File: config.mk
export PLATFORM = sky130hd
export DESIGN_NAME = oab_rmw
export DESIGN_NICKNAME = d
export VERILOG_FILES = /design/src/hw/rtl/oab_pkg.sv /design/src/hw/rtl/oab_rmw.sv
export SDC_FILE = /design/constraint.sdc
export NUM_CORES = 1
export LEC_CHECK = 0
export BUFFER_PORTS_ARGS = -buffer_cell sky130_fd_sc_hd__buf_4
export CORE_ASPECT_RATIO = 0.5
export CORE_MARGIN = 5
export CORE_UTILIZATION = 47
export DETAILED_ROUTE_END_ITERATION = 8
export GPL_TIMING_DRIVEN = 0
export HOLD_SLACK_MARGIN = 0.15
export PLACE_DENSITY = 0.78
export SYNTH_ARGS = -nofsm -noshare
export SYNTH_HDL_FRONTEND = slang
export SYNTH_SLANG_ARGS = --single-unit
File: constraint.sdc
create_clock -name clk -period 4.7 [get_ports clk]
set_clock_uncertainty 0.05 [all_clocks]
set_input_delay 0.47 -clock clk [delete_from_list [all_inputs] [get_ports clk]]
set_output_delay 0.47 -clock clk [all_outputs]
set_load 0.02 [all_outputs]
File: src/hw/rtl/oab_pkg.sv
// ----------------------------------------------------------------------------
// Overlap-add output buffer package
// Shared constants, register indexes and the issue-stage control bundle.
// ----------------------------------------------------------------------------
package oab_pkg;

  // Default values for the top-level parameters.
  localparam int STORE_DEPTH_DEF = 4096;
  localparam int SAMPLE_BITS_DEF = 16;
  localparam int ACC_BITS_DEF    = 24;

  // Fixed field widths.
  localparam int IN_W     = 16;  // grain sample width on the input side
  localparam int OUT_W    = 16;  // output sample width
  localparam int LEN_W    = 12;  // grain_len and hop registers
  localparam int DELAY_W  = 13;  // delay register
  localparam int GAIN_W   = 16;  // Q2.14 gain register
  localparam int GI_W     = 11;  // grain index counter
  localparam int SCALED_W = 18;  // rounded, scaled grain sample
  localparam int GAIN_FRAC = 14;

  localparam int MAX_GRAIN = 2048;

  // Depth of the result queue in front of the output port.
  localparam int OQ_DEPTH = 3;

  // Register reset values.
  localparam logic [LEN_W-1:0]   GRAIN_LEN_RST = 12'd256;
  localparam logic [LEN_W-1:0]   HOP_RST       = 12'd64;
  localparam logic [DELAY_W-1:0] DELAY_RST     = 13'd0;
  localparam logic [GAIN_W-1:0]  GAIN_RST      = 16'd10923;

  // Configuration register indexes.
  typedef enum logic [1:0] {
    REG_GRAIN_LEN = 2'd0,
    REG_HOP       = 2'd1,
    REG_DELAY     = 2'd2,
    REG_GAIN      = 2'd3
  } reg_idx_t;

  // Operation codes carried in the input tuser.
  localparam logic OP_ADD  = 1'b0;
  localparam logic OP_READ = 1'b1;

  // Control bundle handed from the issue stage to the read-modify-write stage.
  typedef struct packed {
    logic valid;  // an item is in the read-modify-write stage
    logic rd;     // readable read: return the slot and clear it
    logic wr;     // the slot is written back
    logic ovf;    // dropped add sample
  } iss_t;

endpackage

File: src/hw/rtl/oab_rmw.sv
// ----------------------------------------------------------------------------
// Overlap-add read-modify-write stage
// Takes the store word read for the issued item, forwards the latest write
// to the same slot, accumulates or reads out with saturation, and writes back.
// ----------------------------------------------------------------------------
module oab_rmw #(
  parameter int STORE_DEPTH = oab_pkg::STORE_DEPTH_DEF,
  parameter int SAMPLE_BITS = oab_pkg::SAMPLE_BITS_DEF,
  parameter int ACC_BITS    = oab_pkg::ACC_BITS_DEF
) (
  input  logic                           clk,
  input  logic                           rst,
  input  oab_pkg::iss_t                  iss,
  input  logic [$clog2(STORE_DEPTH)-1:0] addr,
  input  logic [oab_pkg::SCALED_W-1:0]   scaled_l,
  input  logic [oab_pkg::SCALED_W-1:0]   scaled_r,
  input  logic [2*ACC_BITS-1:0]          rdata,
  output logic                           we,
  output logic [$clog2(STORE_DEPTH)-1:0] waddr,
  output logic [2*ACC_BITS-1:0]          wdata,
  output logic                           res_push,
  output logic [2*oab_pkg::OUT_W+1:0]    res_word
);

  import oab_pkg::*;

  localparam int AW = $clog2(STORE_DEPTH);
  localparam int SW = 34;  // wide enough for any accumulator plus a scaled sample

  localparam logic signed [SW-1:0] ACC_MAX = (SW'(1) <<< (ACC_BITS - 1)) - SW'(1);
  localparam logic signed [SW-1:0] ACC_MIN = -(SW'(1) <<< (ACC_BITS - 1));
  localparam logic signed [SW-1:0] SMP_MAX = (SW'(1) <<< (SAMPLE_BITS - 1)) - SW'(1);
  localparam logic signed [SW-1:0] SMP_MIN = -(SW'(1) <<< (SAMPLE_BITS - 1));

  // Last write, kept to cover a read issued in the cycle of that write.
  logic                  wb_valid;
  logic [AW-1:0]         wb_addr;
  logic [2*ACC_BITS-1:0] wb_data;

  logic [2*ACC_BITS-1:0] cur;
  logic signed [SW-1:0]  cur_l;
  logic signed [SW-1:0]  cur_r;
  logic signed [SW-1:0]  sum_l;
  logic signed [SW-1:0]  sum_r;
  logic signed [SW-1:0]  acc_l;
  logic signed [SW-1:0]  acc_r;
  logic signed [SW-1:0]  out_l;
  logic signed [SW-1:0]  out_r;

  assign cur   = (wb_valid && (wb_addr == addr)) ? wb_data : rdata;
  assign cur_l = SW'($signed(cur[ACC_BITS-1:0]));
  assign cur_r = SW'($signed(cur[2*ACC_BITS-1:ACC_BITS]));
  assign sum_l = cur_l + SW'($signed(scaled_l));
  assign sum_r = cur_r + SW'($signed(scaled_r));

  always_comb begin
    acc_l = (sum_l > ACC_MAX) ? ACC_MAX : ((sum_l < ACC_MIN) ? ACC_MIN : sum_l);
    acc_r = (sum_r > ACC_MAX) ? ACC_MAX : ((sum_r < ACC_MIN) ? ACC_MIN : sum_r);
    out_l = (cur_l > SMP_MAX) ? SMP_MAX : ((cur_l < SMP_MIN) ? SMP_MIN : cur_l);
    out_r = (cur_r > SMP_MAX) ? SMP_MAX : ((cur_r < SMP_MIN) ? SMP_MIN : cur_r);
  end

  assign we    = iss.valid && iss.wr;
  assign waddr = addr;
  assign wdata = iss.rd ? '0 : {acc_r[ACC_BITS-1:0], acc_l[ACC_BITS-1:0]};

  // Result word: left, right, out_valid, overflow from the lowest bit up.
  assign res_push = iss.valid;
  assign res_word = iss.rd ? {1'b0, 1'b1, out_r[OUT_W-1:0], out_l[OUT_W-1:0]}
                           : {iss.ovf, 1'b0, {(2*OUT_W){1'b0}}};

  always_ff @(posedge clk) begin
    if (rst) begin
      wb_valid <= 1'b0;
    end else if (we) begin
      wb_valid <= 1'b1;
    end
  end

  always_ff @(posedge clk) begin
    if (we) begin
      wb_addr <= addr;
      wb_data <= wdata;
    end
  end

endmodule

# [Yosys cells after proc, flatten, opt, wreduce, memory -nomap -nowiden]
# Cells that the tools add are included.
[totals] reg_bits=61 inputBits=102 wordCells=27
[op_classes] addsub=2 order_cmp=8 eq_ne=1 muxes=11 n_reduce_logical=2
[op_table] operator="$mux W24" count=4
[op_table] operator="$mux W48" count=2
[op_table] operator="$mux W16" count=4
[op_table] operator="$add A24 B18 Y25" count=2
[op_table] operator="$gt A25 B24 Y1 const B" count=2
[op_table] operator="$lt A25 B24 Y1 const B" count=2
[op_table] operator="$gt A24 B16 Y1 const B" count=2
[op_table] operator="$lt A24 B16 Y1 const B" count=2
[op_table] operator="$mux W34" count=1
[op_table] operator="$eq A12 B12 Y1" count=1
[op_table] operator="$logic_and A1 B1 Y1" count=2

# [Logic depth before layout (Yosys ltp)]
# Gate-level depths: netlist of the first run.
[logic_depth] ltp_word=8 ltp_mapped=20 ltp_nobuf=17

# [Worst setup path before layout of the first run]
# OpenSTA, ideal clock, no wires.
[synth_path] path_type="input-to-output" from="in addr[5]" to="out wdata[38]" arrival_time_ns=4.696 required_ns=4.180 setup_slack_ns=-0.516 cell_stages=20 path_buffers=4 cell_sequence="xor2_1 nor4_1 nand3_1 nor3_1 buf_2 buf_2 buf_4 mux2i_1 inv_1 ha_1 fa_1 a211oi_2 o211ai_1 a22oi_2 nor3_2 o41ai_2 nand3_1 o311ai_2 buf_2 o21ai_1"
[synth_between] elab_chain_cells=8
[synth_lines] item="start, declared" line="oab_rmw.sv:14" text="input logic [$clog2(STORE_DEPTH)-1:0] addr,"
[synth_lines] item="$eq A12 B12 Y1 (*)" line="oab_rmw.sv:50" text="assign cur = (wb_valid && (wb_addr == addr)) ? wb_data : rdata;"
[synth_lines] item="$logic_and A1 B1 Y1 (*)" line="oab_rmw.sv:50"
[synth_lines] item="$mux W48 (*)" line="oab_rmw.sv:50"
[synth_lines] item="$add A24 B18 Y25 (*)" line="oab_rmw.sv:54" text="assign sum_r = cur_r + SW'($signed(scaled_r));"
[synth_lines] item="$lt A25 B24 Y1" line="oab_rmw.sv:58" text="acc_r = (sum_r > ACC_MAX) ? ACC_MAX : ((sum_r < ACC_MIN) ? ACC_MIN : sum_r);"
[synth_lines] item="$mux W24" line="oab_rmw.sv:58"
[synth_lines] item="$mux W24 (*)" line="oab_rmw.sv:58"
[synth_lines] item="$mux W48 (*)" line="oab_rmw.sv:65" text="assign wdata = iss.rd ? '0 : {acc_r[ACC_BITS-1:0], acc_l[ACC_BITS-1:0]};"
[synth_lines] item="end, declared" line="oab_rmw.sv:20" text="output logic [2*ACC_BITS-1:0] wdata,"
# Mark *: on every way between the ends. The rest lies on a longest branch, timed or not.

# [Final worst setup path of the first run]
[layout_path] from="reg wb_addr[9]" to="out wdata[17]"
[layout_between] elab_chain_cells=8
[layout_lines] item="start, declared" line="oab_rmw.sv:37" text="logic [AW-1:0] wb_addr;"
[layout_lines] item="start signal, assigned" line="oab_rmw.sv:82" text="wb_addr <= addr;"
[layout_lines] item="$eq A12 B12 Y1 (*)" line="oab_rmw.sv:50"
[layout_lines] item="$logic_and A1 B1 Y1 (*)" line="oab_rmw.sv:50"
[layout_lines] item="$mux W48 (*)" line="oab_rmw.sv:50"
[layout_lines] item="$add A24 B18 Y25 (*)" line="oab_rmw.sv:53" text="assign sum_l = cur_l + SW'($signed(scaled_l));"
[layout_lines] item="$lt A25 B24 Y1" line="oab_rmw.sv:57" text="acc_l = (sum_l > ACC_MAX) ? ACC_MAX : ((sum_l < ACC_MIN) ? ACC_MIN : sum_l);"
[layout_lines] item="$mux W24" line="oab_rmw.sv:57"
[layout_lines] item="$mux W24 (*)" line="oab_rmw.sv:57"
[layout_lines] item="$mux W48 (*)" line="oab_rmw.sv:65"
# Marks and branches as above.

==> metrics.md, run 1 <==
| Metric | Value |
|---|---|
| Outcome | `complete, but fails checks` |
| Violations in the final reports | `negative setup slack` |
| Area of placed instances | `around 7700 um^2` |
| Layout cell share with drive strength beyond 1 | `0.5048` |
| Switch share | `0.3620` |
| Async SR Flop Fraction | `0` |
| Row cnt | `29` |
| Port Buf Inserts | `approximately 200` |
| CTS clk-pin slew, worst paths | `0.06 ns` |
| Fmax | `~180 MHz` |
| Critical Path End Type | `primary output` |
| Residual DRC | `0` |
| Layout net count | `approximately 1100` |
| Area of the multi-input gates | `slightly below 5000 um^2` |
| First-pass GRT wire length | `approximately 33000 um` |
| Post-Syn Area | `approximately 5900 um^2` |
| Total number of vias | `just under 7000` |
| Final std cells w/o fill | `around 1100` |
| Avg Inst Size Synth | `between 9 and 10 um^2` |
| Vias per Instance | `between 6 and 7` |
| Post-synthesis net count | `797` |
| Root buf cell | `clkbuf_16` |
| Tcrit/Tclk final | `1.171` |
| Count of cell types in the netlist | `64` |
| RePlAce Congestion | `0.9029` |
| Flops & latches, synth | `61` |
| Slew margin rel. | `0.09190` |
| Internal Power | `1.871 mW` |
| Final-report max-slew violation count | `0` |
| Commonest non-fill, non-tap cell in the layout | `buf_4` |
| TritonCTS buffer count | `9` |
| WP data required | `~4.2 ns` |
| Post-Syn Instances | `~640` |
| Synth Flop Type | `edfxtp_1` |
| NetSw | `1.062 mW` |
| Worst-case clock buffer depth | `2` |
| Leakage | `approximately 4.2 nW` |
| WL final | `about 25000 um` |
| Floorplan core area | `between 10000 and 15000 um^2` |
| Minimum clock period after layout | `approximately 5.5 ns` |
| Die height | `just under 90 um` |
| Placed cells | `~1000` |
| GRT Residual Overflow | `0` |
| Final hold vios | `0` |
| Die ar. | `around 15000 um^2` |
| I/O Pins | `~200` |
| Area grow syn2layout | `73.24%` |
| Unrepaired setup endpoints after global routing | `yes` |
| Antenna violations before repair | `0` |
| Wire per inst | `22.34 um` |
| Clock Latency Late Sink | `between 0.3 and 0.4 ns` |
| Initial core utilization | `0.4742` |
| Worst Hold Class | `primary input to flop` |
| Pwr per Cell Area | `286.0 nW/um^2` |
| Setup-failing EPs final | `87` |
| Worst Setup Start Kind | `flop` |
| Vias in the first global route | `around 6600` |
| Part of the power in registers | `0.241` |
| # hold bufs at CTS | `0` |
| Clock share of power | `0.268` |
| Dpl hpwl | `about 14000 um` |
| Seq/Total Area, Yosys | `0.3078` |
| Max VDD drop | `about 0.17 mV` |
| Most frequent cells in the layout | `234 x buf_4, 61 x buf_6, 60 x edfxtp_1` |
| Max-cap violation count | `0` |
| # diodes | `0` |
| Crit path kind | `flop to primary output` |
| Post-route cell area | `~10000 um^2` |
| Max Fanout on Critical Path | `5` |
| WP data arrival | `4.98 ns` |
| Routed Antenna Nets | `0` |
| Comb power frac | `0.491` |
| Util after Layout | `0.8216` |
| Overall global routing resource usage | `0.2754` |
| Reg area | `1822 um^2` |
| Layout fillers | `between 600 and 700` |
| Worst-margin pin slew | `around 1.4 ns` |
| CTS sink cnt | `61` |
| Die width | `around 170 um` |
| CTS tree | `done` |
| Yosys warns | `0` |
| 1st-pass router iterations | `6` |
| Setup slack after layout | `-0.8031 ns` |
| Pin count of the biggest net entering global routing | `63` |
| DR iter-0 viols | `~700` |
| H-tree levels | `3` |
| Post-synth EDFFs | `60` |
-- final timing paths --
check	from	to	slack (ns)	cells past startpoint
worst max-delay path	wb_addr[9]	wdata[17]	-0.80	23
worst min register to register	wb_valid	wb_valid	0.43	2
worst min-delay path	rst	wb_valid	0.23	2
worst max register to register	wb_addr[9]	wb_data[22]	-0.19	24
-- layer usage --
metal  global-route usage  wire, um  vias to the layer above
met3              0.06625      1890                      125
met2               0.5169     12630                      407
li1                     -         -                     3022
met5                    0         0                        -
met1               0.3057      9330                     3319
met4               0.1163      1104                        0
-- cells in the mapped netlist (18+ instances only) --
master,number,area share
ha_1,50,0.11
xor2_1,24,0.036
nand2_1,31,0.020
nor2_1,39,0.025
a21oi_1,51,0.043
edfxtp_1,60,0.30
nand4_1,18,0.019
mux2i_1,33,0.056
o21ai_1,48,0.041
inv_1,43,0.027
xnor2_1,20,0.030
buf_4,18,0.023
-- power by group through the flow --
stage / registers (mW) / clock network (mW) / logic (mW)
2_1_floorplan: 0.701 / 0 / 0.611
3_3_place_gp: 0.705 / 0 / 0.951
3_5_place_dp: 0.706 / 0 / 0.962
4_1_cts: 0.699 / 0.786 / 1.19
5_1_grt: 0.709 / 0.818 / 1.50
6_report: 0.707 / 0.786 / 1.44
-- logic make-up after synthesis --
family,share of synthesized area
AO/OA/AOI/OAI,0.2416
XOR/XNOR,0.06510
adder cells (fa/ha/maj),0.1125
buffers and inverters,0.06764
flip-flops,0.3078
multiplexers,0.08624
AND/OR/NAND/NOR,0.1192
-- what timing repair did --
action	4_1_cts	5_1_grt
gates cloned	6	2
endpoints found under the setup margin	95	94
buffers inserted	52	36
pin swaps	35	42
gates resized for setup	173	102
-- critical path: stages (launching register included) --
cell,delay [ns]
edfxtp_1,0.41
xor2_1,0.18
nor4_1,0.31
nand3_1,0.20
nor3_4,0.24
buf_12,0.16
buf_6,0.11
buf_6,0.12
buf_12,0.14
mux2i_2,0.23
inv_1,0.10
ha_4,0.23
buf_4,0.14
buf_4,0.14
nand2_1,0.08
nor2_2,0.06
a2111oi_4,0.32
buf_4,0.20
a21boi_4,0.06
a221o_1,0.36
a21oi_1,0.21
xor2_1,0.30
o22ai_4,0.13
buf_6,0.19
-- stage by stage --
stage	setup TNS (ns)	hold slack, ns	power (mW)	worst slack [ns]
after detailed placement	-86.52	0.4102	1.668	-1.215
after CTS	-24.91	0.2284	2.678	-0.5903
final	-37.89	0.2345	2.932	-0.8031
after floorplan	-4.846	0.3899	1.311	-0.2098
after global routing	-50.63	0.2341	3.032	-0.9361
after global placement	-81.91	0.3972	1.655	-1.182
-- sequential cells by signal, indices dropped and copies added, names as in the netlist --
| signal | cells |
|---|---|
| wb_addr | 12 |
| wb_data | 48 |
| wb_valid | 1 |
-- cell type report --
| class | count | share of cell area |
|---|---|---|
| Timing Repair Buffer | 291 | 0.2485 |
| Sequential cell | 61 | 0.1776 |
| Inverter | 44 | 0.01611 |
| Tap cell | 170 | 0.02074 |
| Clock buffer | 10 | 0.02233 |
| Multi-Input combinational cell | 500 | 0.4711 |
| Clock inverter | 6 | 0.01086 |
| Buffer | 35 | 0.03270 |
Note: power is estimated with default switching activity, not from simulation.
==> run 2, diff against run 1 <==
Settings changed: SKIP_LAST_GASP set to 1.
==> metrics.md, run 2 (synthesized netlist as in run 1, its figures left out) <==
| Metric | Value |
|---|---|
| Outcome | `complete, but fails checks` |
| Violations in the final reports | `negative setup slack` |
| Worst Setup Start Kind | `flop` |
| Floorplan core area | `approximately 12000 um^2` |
| Antenna violations before repair | `0` |
| WP data required | `~4.2 ns` |
| Post-route cell area | `10010 um^2` |
| Minimum clock period after layout | `between 5 and 6 ns` |
| Fmax | `between 150 and 200 MHz` |
| Most frequent cells in the layout | `230 x buf_4, 60 x edfxtp_1, 54 x buf_6` |
| Worst-case clock buffer depth | `2` |
| Worst-margin pin slew | `~1.3 ns` |
| Port Buf Inserts | `196` |
| Root buf cell | `clkbuf_16` |
| Routed Antenna Nets | `0` |
| Residual DRC | `0` |
| DR iter-0 viols | `544` |
| GRT Residual Overflow | `0` |
| TritonCTS buffer count | `9` |
| Setup slack after layout | `-0.6795 ns` |
| CTS sink cnt | `between 60 and 70` |
| CTS clk-pin slew, worst paths | `~0.06 ns` |
| Die ar. | `roughly 15000 um^2` |
| Critical Path End Type | `primary output` |
| Final hold vios | `0` |
| Vias per Instance | `6.074` |
| WHS | `roughly 0.23 ns` |
| First-pass GRT wire length | `33140 um` |
| Area of placed instances | `7702 um^2` |
| Dpl hpwl | `14000 um` |
| Final-report max-slew violation count | `0` |
| RePlAce Congestion | `approximately 0.90` |
| CP cell instances | `xor2_1 -> nor4_2 -> nand3_1 -> nor3_4 -> buf_12 -> buf_4 -> buf_8 -> mux2i_2 -> inv_1 -> ha_4 -> o21a_1 -> a21oi_1 -> or3_4 -> o211ai_4 -> a41oi_4 -> or3_1 -> o211ai_2 -> buf_6 -> o31ai_4 -> buf_6` |
| Max Fanout on Critical Path | `10` |
| Setup-failing EPs final | `51` |
| Die width | `around 170 um` |
| Pwr per Cell Area | `approximately 290 nW/um^2` |
| Pin count of the biggest net entering global routing | `63` |
| Total chip power | `2.861 mW` |
| Leakage | `4.129 nW` |
| Clock Latency Late Sink | `0.34 ns` |
| Layout cell share with drive strength beyond 1 | `0.4872` |
| Row cnt | `29` |
| Unrepaired setup endpoints after global routing | `yes` |
| Commonest non-fill, non-tap cell in the layout | `buf_4` |
| CTS tree | `done` |
| I/O Pins | `just under 200` |
| # diodes | `0` |
| Crit path top cell by count | `buf_6` |
| Max VDD drop | `~0.18 mV` |
| Crit path largest cell delay | `0.46 ns` |
| Initial core utilization | `0.4742` |
| Largest register FFs | `between 40 and 50` |
| Wire per inst | `approximately 22 um` |
| Vias in the first global route | `approximately 6600` |
| WL final | `23980 um` |
| Overall global routing resource usage | `0.2765` |
| Slew margin rel. | `0.1292` |
| Register with the most flip-flops | `wb_data` |
| 1st-pass router iterations | `6` |
| Max-cap violation count | `0` |
| H-tree levels | `3` |
| Layout net count | `1083` |
| WP data arrival | `4.86 ns` |
| Total number of vias | `~6700` |
| Area grow syn2layout | `69.18%` |
| Regs by FF count | `wb_data (48), wb_addr (12), wb_valid (1)` |
| Total negative slack | `-28.54 ns` |
| Die height | `89.36 um` |
| Slowest-stage cell, CP | `or3_1` |
| Tcrit/Tclk final | `1.145` |
| Crit path kind | `flop to primary output` |
| Worst Hold Class | `primary input to flop` |
-- run 2: changes by cell type in the layout (fill, tap and decap cells not counted), moves of 2 or more --
cell	before	now
inv_1	34	36
o21ai_2	8	11
inv_2	9	7
mux2i_1	14	16
buf_6	61	54
buf_8	11	8
o21ai_4	17	13
buf_4	234	230
mux2i_4	14	11
-- run 2: final timing paths --
kind | startpoint | end | slack [ns] | depth (start not counted)
worst max-delay path | wb_addr[3] | wdata[27] | -0.68 | 20
worst min-delay path | rst | wb_valid | 0.23 | 2
worst max register to register | wb_addr[3] | wb_data[22] | -0.04 | 22
worst min register to register | wb_valid | wb_valid | 0.43 | 2
-- run 2: power by group --
| group | switching (mW) | total (mW) | internal [mW] | leakage [nW] |
|---|---|---|---|---|
| registers | 0.0295 | 0.704 | 0.675 | 0.551 |
| clock network | 0.262 | 0.780 | 0.518 | 0.163 |
| logic | 0.733 | 1.38 | 0.644 | 3.42 |
-- run 2: stage by stage --
stage	util	instances	worst slack [ns]
2_1_floorplan	-	643	-0.2098
3_3_place_gp	0.6169	1009	-1.182
3_5_place_dp	0.6171	1009	-1.215
4_1_cts	0.7509	1081	-0.6027
5_1_grt	0.8023	1104	-0.8395
6_report	0.8023	1104	-0.6795
-- run 2: layer usage --
| metal | up-vias | wire length, um | GRT usage |
|---|---|---|---|
| met2 | 374 | 12310 | 0.5223 |
| met1 | 3218 | 9025 | 0.3080 |
| li1 | 2997 | - | - |
| met4 | 0 | 993 | 0.1127 |
| met5 | - | 0 | 0 |
| met3 | 117 | 1648 | 0.06316 |
-- run 2: critical path, delay by kind of cell (launching register included) --
family	cells	cell delay [ns]
AND/OR/NAND/NOR	5	1.56
buffers and inverters	6	0.95
multiplexers	1	0.26
flip-flops	1	0.38
XOR/XNOR	1	0.17
AO/OA/AOI/OAI	6	0.88
adder cells (fa/ha/maj)	1	0.31
-- run 2: final cells by class --
type                            count  area (um^2)
Multi-Input combinational cell    500         4723
Fill cell                         721         2467
Timing Repair Buffer              278         2429
Sequential cell                    61         1822
Buffer                             35        322.8
Clock buffer                       10        229.0
Tap cell                          170        212.7
Inverter                           44        165.2
Clock inverter                      6        111.4
-- run 2: repair_timing --
action                     4_1_cts  5_1_grt
pin swaps                       35       23
buffers inserted                52       22
gates resized for setup        159       81
gates cloned                     6        2
hold buffers                     0        0
setup endpoints to repair       95       94
==> run 3, diff against run 2 <==
Settings changed: BUFFER_PORTS_ARGS -buffer_cell sky130_fd_sc_hd__buf_4 to -buffer_cell sky130_fd_sc_hd__buf_2, CORE_MARGIN 5 to 1, CORE_UTILIZATION 47 to 48, CTS_BUF_LIST set to sky130_fd_sc_hd__clkbuf_8, PLACE_DENSITY 0.78 to 0.8.
==> metrics.md, run 3 (synthesized netlist as in run 1, its figures left out) <==
| Metric | Value |
|---|---|
| RePlAce Congestion | `0.9487` |
| Internal Power | `1.437 mW` |
| Root buf cell | `clkbuf_8` |
| Crit path largest cell delay | `between 0.4 and 0.5 ns` |
| # diodes | `0` |
| Residual DRC | `0` |
| Final hold vios | `0` |
| Max-cap violation count | `0` |
| Final-report max-slew violation count | `0` |
| Overall global routing resource usage | `0.2816` |
| Row cnt | `28` |
| Max VDD drop | `between 0.1 and 0.15 mV` |
| WP data required | `4.18 ns` |
| WHS Endpoint | `wb_valid` |
| Regs by FF count | `wb_data (48), wb_addr (12), wb_valid (1)` |
| Dpl hpwl | `13210 um` |
| Vias in the first global route | `5903` |
| Pwr per Cell Area | `~260 nW/um^2` |
| Largest register FFs | `between 40 and 50` |
| Routed Antenna Nets | `0` |
| GRT Residual Overflow | `0` |
| Worst-case clock buffer depth | `2` |
| Clock Latency Late Sink | `roughly 0.36 ns` |
| Antenna violations before repair | `0` |
| I/O Pins | `slightly below 200` |
| Worst-margin pin slew | `1.073 ns` |
| CTS clk-pin slew, worst paths | `about 0.09 ns` |
| Clock share of power | `0.183` |
| Setup slack after layout | `-0.6976 ns` |
| Layout net count | `around 1100` |
| Total number of vias | `6508` |
| Crit path kind | `flop to primary output` |
| Vias per Instance | `between 6 and 7` |
| Layout cell share with drive strength beyond 1 | `0.4830` |
| Port Buf Inserts | `between 150 and 200` |
| WL final | `between 20000 and 25000 um` |
| Pin count of the biggest net entering global routing | `63` |
| Hold Path Origin | `rst` |
| Minimum clock period after layout | `about 5.4 ns` |
| Worst Setup Start Kind | `flop` |
| TritonCTS buffer count | `9` |
| Wire per inst | `around 20 um` |
| Worst path top cell family by delay | `compound AO/OA/AOI/OAI gates` |
| Placed cells | `between 1000 and 1500` |
| Violations in the final reports | `negative setup slack` |
| Part of the power in registers | `0.290` |
| Unrepaired setup endpoints after global routing | `yes` |
| First-pass GRT wire length | `roughly 29000 um` |
| Reg2Reg Setup Slack | `-0.01 ns` |
| Commonest non-fill, non-tap cell in the layout | `buf_2` |
| CP cell instances | `xor2_1 -> nor4_2 -> nand3_2 -> nor3_4 -> buf_8 -> buf_12 -> buf_12 -> mux2i_1 -> inv_1 -> ha_1 -> o21ai_1 -> a2111oi_2 -> a22oi_2 -> nor3_4 -> o41ai_4 -> nand3_2 -> o311ai_4 -> buf_6 -> clkbuf_16 -> o31ai_4 -> buf_6` |
| Die width | `roughly 160 um` |
| WP data arrival | `4.88 ns` |
| CP bufs+invs | `7` |
| NetSw | `about 980 uW` |
| Fmax | `approximately 190 MHz` |
| Initial core utilization | `0.4970` |
| Reg2reg end | `wb_data[39]` |
| Reg2reg path depth | `20` |
| Max Fanout on Critical Path | `10` |
| 1st-pass router iterations | `5` |
| Area grow syn2layout | `56.16%` |
| Worst r2r src | `wb_addr[5]` |
| Die height | `between 80 and 90 um` |
| Hold path cells | `2` |
| WHS | `about 0.21 ns` |
| Outcome | `complete, but fails checks` |
| Slew margin rel. | `0.2843` |
| Switch share | `0.4053` |
| CTS tree | `done` |
| Critical Path End Type | `primary output` |
| Total negative slack | `-25.92 ns` |
| Comb power frac | `0.526` |
| Die ar. | `approximately 13000 um^2` |
| Slowest-stage cell, CP | `a2111oi_2` |
| Leakage | `between 3 and 4 nW` |
| DR iter-0 viols | `approximately 430` |
| Worst Hold Class | `primary input to flop` |
| Util after Layout | `0.7761` |
| Final std cells w/o fill | `about 1100` |
| Pre-CTS setup slack | `-1.349 ns` |
| Setup-failing EPs final | `slightly below 50` |
| Floorplan core area | `between 10000 and 15000 um^2` |
| Tcrit/Tclk final | `1.148` |
| CTS sink cnt | `61` |
| H-tree levels | `3` |
| Register with the most flip-flops | `wb_data` |
| Most frequent cells in the layout | `157 x buf_2, 65 x buf_4, 60 x edfxtp_1` |
[run 3: cell types whose count changed in the layout (fill, tap and decap cells not counted), moves of 5 or more]
cell / delta
ha_2: +5
clkbuf_8: +8
buf_4: -165
buf_6: -13
clkbuf_16: -8
o22ai_4: -7
mux2i_2: +6
o22ai_2: +5
buf_2: +154
[run 3: per-stage QoR]
| step | area (um^2) | power [mW] |
|---|---|---|
| 3_3_place_gp | 7203 | 1.559 |
| 5_1_grt | 9244 | 2.515 |
| 4_1_cts | 8001 | 2.115 |
| 3_5_place_dp | 7206 | 1.577 |
| 6_report | 9244 | 2.417 |
| 2_1_floorplan | 6016 | 1.311 |
[run 3: timing repair]
item | CTS | global route
gates cloned | 4 | 4
hold buffers | 0 | 0
buffers inserted | 24 | 30
pin swaps | 19 | 27
resized for setup | 87 | 199
endpoints found under the setup margin | 95 | 94
[run 3: how the worst max path moves through the flow]
| stage | endpoint | cells past startpoint | from |
|---|---|---|---|
| 3_5_place_dp | wdata[27] | 22 | addr[5] |
| 4_1_cts | wdata[27] | 21 | wb_addr[6] |
| 3_3_place_gp | wdata[27] | 22 | addr[5] |
| 6_report | wdata[27] | 21 | wb_addr[5] |
| 2_1_floorplan | wdata[37] | 20 | addr[5] |
| 5_1_grt | wdata[27] | 21 | wb_addr[5] |
[run 3: layout make-up]
cell class | instances | area (um^2)
Buffer | 35 | 360.3
Clock buffer | 9 | 123.9
Sequential cell | 61 | 1822
Clock inverter | 7 | 52.55
Tap cell | 165 | 206.4
Multi-Input combinational cell | 500 | 4656
Timing Repair Buffer | 257 | 1857
Inverter | 44 | 166.4
Fill cell | 745 | 2668
[run 3: routing by layer]
layer	track usage	up-vias	wire length (um)
li1	-	2955	-
met1	0.3448	3122	8440
met2	0.5057	354	10750
met3	0.05269	77	1429
met4	0.09135	0	673
met5	0	-	0
[run 3: power groups by stage]
stage / Combinational (mW) / Clock (mW) / Sequential [mW]
after global routing: 1.34 / 0.471 / 0.706
after floorplan: 0.611 / 0 / 0.701
final: 1.27 / 0.443 / 0.702
after CTS: 0.974 / 0.445 / 0.696
after global placement: 0.854 / 0 / 0.705
after detailed placement: 0.870 / 0 / 0.707
